$ cat config.mk
export PLATFORM = sky130hd
export DESIGN_NAME = nnr_div
export DESIGN_NICKNAME = d
export VERILOG_FILES = /design/src/hw/rtl/nnr_pkg.sv /design/src/hw/rtl/nnr_div.sv
export SDC_FILE = /design/constraint.sdc
export NUM_CORES = 1
export LEC_CHECK = 0
export BUFFER_PORTS_ARGS = -buffer_cell sky130_fd_sc_hd__buf_2
export CAP_MARGIN = 20
export CORE_MARGIN = 5
export CORE_UTILIZATION = 50
export CTS_BUF_LIST = sky130_fd_sc_hd__clkbuf_2
export CTS_CLUSTER_SIZE = 24
export DETAILED_ROUTE_END_ITERATION = 7
export PLACE_DENSITY = 0.78
export SETUP_SLACK_MARGIN = 0.4
export SYNTH_ARGS = -nofsm -noshare
export SYNTH_HDL_FRONTEND = slang
export SYNTH_SLANG_ARGS = --single-unit
$ cat constraint.sdc
create_clock -name aclk -period 2.22 [get_ports aclk]
set_input_delay 0.555 -clock aclk [delete_from_list [all_inputs] [get_ports aclk]]
set_output_delay 0.555 -clock aclk [all_outputs]
set_load 0.1 [all_outputs]
$ cat src/hw/rtl/nnr_pkg.sv
package nnr_pkg;

    localparam int CFG_W     = 9;
    localparam int BPP_W     = 3;
    localparam int PIX_W     = 32;
    localparam int CFG_IDX_W = 3;

    localparam int DEF_MAX_WIDTH           = 256;
    localparam int DEF_MAX_HEIGHT          = 256;
    localparam int DEF_MAX_BYTES_PER_PIXEL = 4;

    localparam logic [CFG_IDX_W-1:0] REG_SRC_WIDTH       = 3'd0;
    localparam logic [CFG_IDX_W-1:0] REG_SRC_HEIGHT      = 3'd1;
    localparam logic [CFG_IDX_W-1:0] REG_DST_WIDTH       = 3'd2;
    localparam logic [CFG_IDX_W-1:0] REG_DST_HEIGHT      = 3'd3;
    localparam logic [CFG_IDX_W-1:0] REG_BYTES_PER_PIXEL = 3'd4;

    localparam logic OP_WRITE = 1'b0;
    localparam logic OP_FETCH = 1'b1;

    localparam logic STATUS_OK      = 1'b0;
    localparam logic STATUS_BAD_ARG = 1'b1;

    // per-axis source index tracker: q = ceil(pos*(src-1)/span), e = q*span - pos*(src-1)
    typedef struct packed {
        logic [CFG_W-1:0] q;
        logic [CFG_W-1:0] e;
    } axis_t;

endpackage

$ cat src/hw/rtl/nnr_div.sv
module nnr_div #(
    parameter int W = nnr_pkg::CFG_W,
    localparam int CNT_W = $clog2(W + 1)
) (
    input  logic         aclk,
    input  logic         aresetn,
    input  logic         start,
    input  logic [W-1:0] dividend,
    input  logic [W-1:0] divisor,
    output logic         busy,
    output logic [W-1:0] quot,
    output logic [W-1:0] rem
);

    logic [CNT_W-1:0] cnt_reg, cnt_next;
    logic [W-1:0]     quot_reg, quot_next;
    logic [W-1:0]     rem_reg, rem_next;
    logic [W-1:0]     dvs_reg, dvs_next;
    logic [W:0]       trial;
    logic [W:0]       diff;

    // restoring division, one quotient bit per cycle
    always_comb begin
        cnt_next  = cnt_reg;
        quot_next = quot_reg;
        rem_next  = rem_reg;
        dvs_next  = dvs_reg;
        trial     = {rem_reg, quot_reg[W-1]};
        diff      = trial - {1'b0, dvs_reg};
        if (start) begin
            cnt_next  = CNT_W'(W);
            quot_next = dividend;
            rem_next  = '0;
            dvs_next  = divisor;
        end else if (cnt_reg != '0) begin
            cnt_next = cnt_reg - CNT_W'(1);
            if (trial >= {1'b0, dvs_reg}) begin
                rem_next  = diff[W-1:0];
                quot_next = {quot_reg[W-2:0], 1'b1};
            end else begin
                rem_next  = trial[W-1:0];
                quot_next = {quot_reg[W-2:0], 1'b0};
            end
        end
    end

    always_ff @(posedge aclk) begin
        if (!aresetn) begin
            cnt_reg <= '0;
        end else begin
            cnt_reg <= cnt_next;
        end
        quot_reg <= quot_next;
        rem_reg  <= rem_next;
        dvs_reg  <= dvs_next;
    end

    assign busy = (cnt_reg != '0);
    assign quot = quot_reg;
    assign rem  = rem_reg;

endmodule

; ---- After elaboration in Yosys (flattened, before gate mapping)
; Index checks and enable logic that the tools add are counted.
[word_totals]
out_inout_bits = 19
word_cells = 18
inputBits = 21
ff_bits = 31
[classes]
reduce_logical = 3
n_lt_le_gt_ge = 1
n_bitwise = 1
mux = 6
addsub = 2
[op_table]
columns = cell, count
row1 = $mux 9, 3
row2 = $ge 10x9->1, 1
row3 = $sub 9x9->9, 1
row4 = $mux 4, 2
row5 = $reduce_bool 4->1, 1
row6 = $sub 4x1->4 const B, 1
row7 = $reduce_bool 2->1, 1
row8 = $reduce_or 2->1, 1
row9 = $mux 1, 1
row10 = $not 1->1, 1

; ---- Depth between registers and ports, before layout
; Gate-level depths: netlist of run 1.
[depth]
ltp_word = 4
depth_mapped = 10
mapped_depth_nobuf = 9

; ---- Worst setup path before layout of run 1
; Ideal clock, no wire load.
[synth_timing]
path_type = reg-to-reg
start = register quot_reg[8], in the netlist quot[8]
end = register quot_reg[0], in the netlist quot[0], data pin
stages_incl_launch_ff = 10
synth_period_minus_slack_ps = 2828
arrival_time_ps = 2568
setup_time_ps = 260
required_time_ps = 1960
slack_ps = -608
cell_sequence = edfxtp_1 inv_1 ha_1 inv_1 fa_1 a21oi_2 a211oi_2 or3_1 buf_6 mux2_2
[synth_via]
elab_chain_cells = 4
[synth_rtl]
columns = element, line
row1 = from (decl), nnr_div.sv:16  ; logic [W-1:0] quot_reg, quot_next;
row2 = from (signal assigned), nnr_div.sv:53  ; quot_reg <= quot_next;
row3 = $ge 10x9->1, nnr_div.sv:37  ; if (trial >= {1'b0, dvs_reg}) begin
row4 = $mux 1, nnr_div.sv:37
row5 = $mux 9, nnr_div.sv:35  ; end else if (cnt_reg != '0) begin
row6 = $mux 9, nnr_div.sv:30  ; if (start) begin
row7 = net quot_next[0], nnr_div.sv:16
; The timed path passes the listed nets, and every way through them passes these cells. The select of a mux whose other input is x is not followed.
; A chain may end at the register's enable or synchronous reset.

; ---- Worst setup path in the final report of run 1
[layout_timing]
start = register quot_reg[8], in the netlist quot[8]
end = register rem_reg[6], in the netlist rem[6]
[layout_via]
elab_chain_cells = 2
elab_cells_between_ends = 3
cone_classes = 1 x add/sub / 1 x order compare / 1 x mux
[layout_rtl]
columns = element, line
row1 = $sub 9x9->9 or $ge 10x9->1 (tied branches), "nnr_div.sv:29, nnr_div.sv:37"
row2 = $mux 9 *, nnr_div.sv:37
row3 = to (signal assigned), nnr_div.sv:54  ; rem_reg <= rem_next;
row4 = to (decl), nnr_div.sv:17  ; logic [W-1:0] rem_reg, rem_next;
; Every way passes the cells marked *; elsewhere a longest branch is shown, timed or not.

==> results.ini, run 1 <==
[sta]
holdWs_ps = 347.1
final.min_clock_period_ps = 2231
tightestPinTransition_ps = 577.0
max_freq_mhz = 448.1
fin_crit_sh_pct = 100.5
rsz0062_at_grt = true
fin_ws_ps = -11.45
setup_viol = 1
relSlewSlack_pct = 61.13
setup-tns-final_ps = -11.45
slew_violations = 0
hold_viol = 0
fin_skew_ps = 8.935

[die]
dieArea_um2 = 4825
std_cell_rows = 21
die_w_um = 69.47
die_y_um = 69.47
initial_utilization_pct = 52.16
num_io_pins = 40
core_area_um2 = 3390

[hold_path]
holdCritPathClass = primary input to register

[synth]
synth_cell_types = 46
ys_warn_count = 0
synth_edf_count = 18
synth_top_flop_cell = edfxtp_1
yosysSeqAreaShare_pct = 45.29
async_reset_ff_share_pct = 0
ys_top_cells_by_area = edfxtp_1 31%, dfxtp_1 15%, ha_1 7.8%, mux2_2 6.4%, inv_1 3.2%
synth_seq_cells = 31
avgSynthCellArea_um2 = 10.59
syn_area_um2 = 1768
yosys.area.top_type = edfxtp_1
synth.top_cell.area_share_pct = 30.57
synth_fp_nets = 200
synthTopCellsByCount = 18 x edfxtp_1, 15 x inv_1, 13 x dfxtp_1, 12 x nor2_1, 11 x ha_1
synth.most_common_cell = edfxtp_1
synthCells = 167

[cts]
clk_latency_ps = 370
path_clk_slew_ps = 160
cts_tree = built
htreeDepth = 2
cts_buffer_depth = 2
cts_sinks = 31
numCtsBuffers = 5
root_buffer = clkbuf_2

[final_layout]
stdcell_count = 278
utilization_pct = 68.55
fin_nets = 264
drive_above_1_share_pct = 47.84
n_antenna_cell = 0
area_growth_syn_to_layout_pct = 31.42

[global_routing]
overflow = 0
grt_usage_pct = 16.98
grt_pass1_vias = 1433
antenna_found_initial = 0
grt_pass1_wl_um = 6513
grt_max_degree = 18

[critical_path]
crit_chain = inv_1, ha_2, inv_2, fa_2, a21oi_4, a211oi_2, or3_4, buf_4, mux2i_1, a211oi_1
cp-end-kind = register
start_kind = register
critPathKind = register to register
crit_family = adder cells
critPathMaxStageDelay_ps = 410
critPathMaxFanout = 3
cp.arrival_ps = 2520
crit_required_ps = 2510
crit_slowest_cell = edfxtp_1
cp_num_buf_inv = 3

[placement]
dpl.hpwl_um = 2867
portBuffers = 39
gp_congestion = 0.8390
placed_cells = 262

[routing]
drt_pass1_iterations = 4
vias = 1488
first_iter_violations = 107
routed_via_density = 5.353
routed_wl_um = 3949
ant_nets = 0
drc = 0
routedWlPerCell_um = 14.21

[outcome]
violations = setup timing
status = finished with violations

[power_and_ir_drop]
pwr-share-seq_pct = 25.5
vdd_drop_max_mv = 0.7687
clock_power_share_pct = 8.3
total_power_mw = 3.399
switching_power_mw = 1.765
p_sw_share_pct = 51.92
p_int_mw = 1.634
p_per_area_nw_per_um2 = 1463
power_leakage_nw = 1.031
combPwrFrac_pct = 66.2

[job]
maxCapViolations = 0

==> cells in the final DEF (no fill, tap or decap), drive strengths merged, types with 3 or more instances in the layout <==
master,synthesis,routed
dfxtp,13,13
mux2i,3,3
nand2b,3,3
a21oi,9,9
o21ai,3,3
edfxtp,18,18
clkbuf,2,11
mux2,10,10
buf,4,59
nand3,4,4
nor2,12,12
nand2,10,10
inv,15,15
nor3,6,6
a311oi,4,4
a211oi,5,5
and2b,3,3
nor3b,3,3
ha,11,11
xnor2,5,5
==> worst reg2reg max path, delay by kind of cell, from the launching register on <==
kind	cells	cell delay (ps)
adder cells (fa/ha/maj)	2	550
multiplexers	1	110
buffers and inverters	3	270
AND/OR/NAND/NOR	1	350
flip-flops	1	410
AO/OA/AOI/OAI	3	470
==> routing by layer <==
layer	track usage [%]	vias up	wire length, µm
met5	0	-	0
met1	21.23	682	1673
met3	6.522	6	333
met2	26.69	61	1889
met4	5.857	0	53
li1	-	739	-
==> metrics by stage <==
| stage | instance area [µm²] | setup slack [ps] |
|---|---|---|
| finish | 2323 | -11.45 |
| global route | 2323 | -162.1 |
| global placement | 2125 | 40.66 |
| floorplan | 1779 | -544.1 |
| detailed placement | 2125 | 9.679 |
| CTS | 2238 | 0.3606 |
==> logic make-up after synthesis <==
logic type               count (synthesis)  synth area share, %
XOR/XNOR                                 6                2.972
multiplexers                            13                8.068
adder cells (fa/ha/maj)                 12                8.917
AND/OR/NAND/NOR                         47                14.30
buffers and inverters                   22                5.449
flip-flops                              31                45.29
AO/OA/AOI/OAI                           36                15.00
==> cell type report <==
cell class / count / area [µm²]
timing repair buffer: 63 / 424.2
sequential: 31 / 805.8
tap: 46 / 57.56
multi-input combinational: 114 / 930.9
fill: 255 / 1066
clock inverter: 1 / 5.005
clock buffer: 7 / 35.03
inverter: 16 / 65.06
==> power groups by stage <==
stage               combinational (mW)  clock, mW  sequential (mW)
floorplan                        0.871          0             1.61
global placement                  2.01          0            0.870
finish                            2.25      0.281            0.867
CTS                               2.11      0.287            0.861
global route                      2.40      0.309            0.887
detailed placement                2.03          0            0.870
==> path summary, 6_finish.rpt <==
kind,from,end,slack (ps),depth (start not counted)
max,quot[8],rem[6],-10,10
min,divisor[2],dvs_reg[2],350,1
max reg2reg,quot[8],rem[6],-10,10
min reg2reg,rem[6],rem[7],520,2
==> what timing repair did <==
| item | CTS | global route |
|---|---|---|
| gates resized for setup | 17 | 17 |
| pin swaps | 7 | 9 |
| setup buffers | 4 | 4 |
| endpoints found under the setup margin | 16 | 16 |
| hold buffers | 0 | 0 |
(Power assumes the default switching activity.)
==> run 2, diff against run 1 <==
- SKIP_LAST_GASP: default -> 1
==> run 2 against run 1 <==
Effect of this change:
- the flow still finishes with violations (setup timing)
- power decreased by 0.41%
- wire length decreased by 0.28%
- clock skew decreased by 1.2 ps
- largest cell class unchanged
==> results.ini, run 2 (synthesized netlist as in run 1, its figures left out) <==
[die]
die_w_um = 69.47
initial_utilization_pct = 52.16
std_cell_rows = 21
dieArea_um2 = 4825
die_y_um = 69.47
num_io_pins = 40
core_area_um2 = 3390

[job]
maxCapViolations = 0

[final_layout]
n_antenna_cell = 0
stdcell_count = 278
area_growth_syn_to_layout_pct = 31.00
fill_cells = 257
layout_commonest_cell = buf_2
mostFrequentLayoutCells = 29 x buf_2, 26 x buf_4, 18 x edfxtp_1, 12 x nor2_1, 12 x inv_1
fin_nets = 264
drive_above_1_share_pct = 46.55

[placement]
placed_cells = 262
portBuffers = 39
dpl.hpwl_um = 2867
gp_congestion = 0.8390

[sta]
fin_crit_sh_pct = 100.5
slew_violations = 0
fin_ws_ps = -11.12
setup_viol = 2
relSlewSlack_pct = 60.84
hold_viol = 0
final.min_clock_period_ps = 2231
max_freq_mhz = 448.2
tightestPinTransition_ps = 581.3
fin_skew_ps = 7.734
holdWs_ps = 348.7
setup-tns-final_ps = -11.42
rsz0062_at_grt = true

[cts]
clk_latency_ps = 370
cts_tree = built
path_clk_slew_ps = 160
cts_buffer_depth = 2
cts_sinks = 31
htreeDepth = 2
numCtsBuffers = 5
root_buffer = clkbuf_2

[critical_path]
critPathKind = register to register
r2r-start = quot[8]
start_kind = register
critPathMaxFanout = 3
ff2ff_path_depth = 10
cp.arrival_ps = 2520
crit_required_ps = 2500
r2r-end = rem[6]
r2r_slack_ps = -10
cp-end-kind = register

[hold_path]
min_to = dvs_reg[2]
hold_path_depth = 1
holdCritPathClass = primary input to register
min-delay-start = divisor[2]

[routing]
routed_wl_um = 3938
vias = 1493
first_iter_violations = 79
drc = 0
ant_nets = 0
routedWlPerCell_um = 14.17
routed_via_density = 5.371
drt_pass1_iterations = 4

[global_routing]
antenna_found_initial = 0
overflow = 0
use_met3_pct = 6.522
grt_max_degree = 18
top_usage_layer = met2
grtUsageMet2_pct = 26.69
grt_usage_pct = 16.98
met1_usage_pct = 21.23
grt_pass1_wl_um = 6513
grt_pass1_vias = 1433

[power_and_ir_drop]
p_per_area_nw_per_um2 = 1462
switching_power_mw = 1.755
clock_power_share_pct = 8.3
power_leakage_nw = 1.030
pwr-share-seq_pct = 25.5
combPwrFrac_pct = 66.2
p_sw_share_pct = 51.86
vdd_drop_max_mv = 0.7597
p_int_mw = 1.629

[outcome]
violations = setup timing
status = finished with violations

run 2: changes by cell type in the layout (fill, tap and decap cells not counted):
cell     previous run  this run
nand2_1             6         9
nand2_2             4         1
run 2: power groups by stage:
stage / logic [mW] / registers [mW] / clock network (mW)
2_1_floorplan: 0.871 / 1.61 / 0
3_3_place_gp: 2.01 / 0.870 / 0
3_5_place_dp: 2.03 / 0.870 / 0
4_1_cts: 2.11 / 0.861 / 0.287
5_1_grt: 2.39 / 0.883 / 0.309
6_report: 2.24 / 0.863 / 0.281
run 2: per-layer routing:
| metal | up-vias | wire, µm | part of all wire, % |
|---|---|---|---|
| met4 | 0 | 53 | 1.3 |
| li1 | 737 | - | - |
| met1 | 683 | 1655 | 42 |
| met5 | - | 0 | 0 |
| met2 | 67 | 1869 | 47 |
| met3 | 6 | 361 | 9.2 |
run 2: area by class of cell:
type | instances | area, µm² | area share [%]
clock buffers | 7 | 35.03 | 1.513
multi-input cells | 114 | 923.4 | 39.87
well taps | 46 | 57.56 | 2.485
inverters | 16 | 65.06 | 2.809
flip-flops and latches | 31 | 805.8 | 34.79
repair buffers | 63 | 424.2 | 18.31
clock inverters | 1 | 5.005 | 0.2161
run 2: how the worst max path moves through the flow:
stage / from / to / slack, ps / depth (start not counted)
after floorplan: quot[8] / quot[0] / -540 / 9
after global placement: quot[8] / rem[1] / 40 / 10
after detailed placement: quot[8] / rem[1] / 10 / 10
after CTS: quot[8] / rem[1] / 0.4 / 10
after global routing: quot[8] / rem[6] / -160 / 10
final: quot[8] / rem[6] / -10 / 10
run 2: metrics by stage:
stage               setup WS [ps]  util [%]  area, µm²  power (mW)
global placement            40.66     62.68       2125       2.880
detailed placement          9.679     62.68       2125       2.903
global route               -162.1     68.33       2316       3.577
CTS                        0.3606     66.04       2238       3.261
floorplan                  -544.1         -       1779       2.483
finish                     -11.12     68.33       2316       3.385
run 2: worst max-delay path: stages, from the launching register on:
cell      delay [ps]
edfxtp_1         410
inv_1             70
ha_2             190
inv_2             50
fa_2             360
a21oi_4          160
a211oi_2          90
or3_4            350
buf_4            150
mux2i_1          110
a211oi_1         220
run 2: repair_timing:
| item | CTS | global route |
|---|---|---|
| endpoints found under the setup margin | 16 | 16 |
| gates cloned | 0 | 0 |
| hold buffers | 0 | 0 |
| resized for setup | 17 | 14 |
| setup buffers | 4 | 4 |
| pin swaps | 7 | 9 |
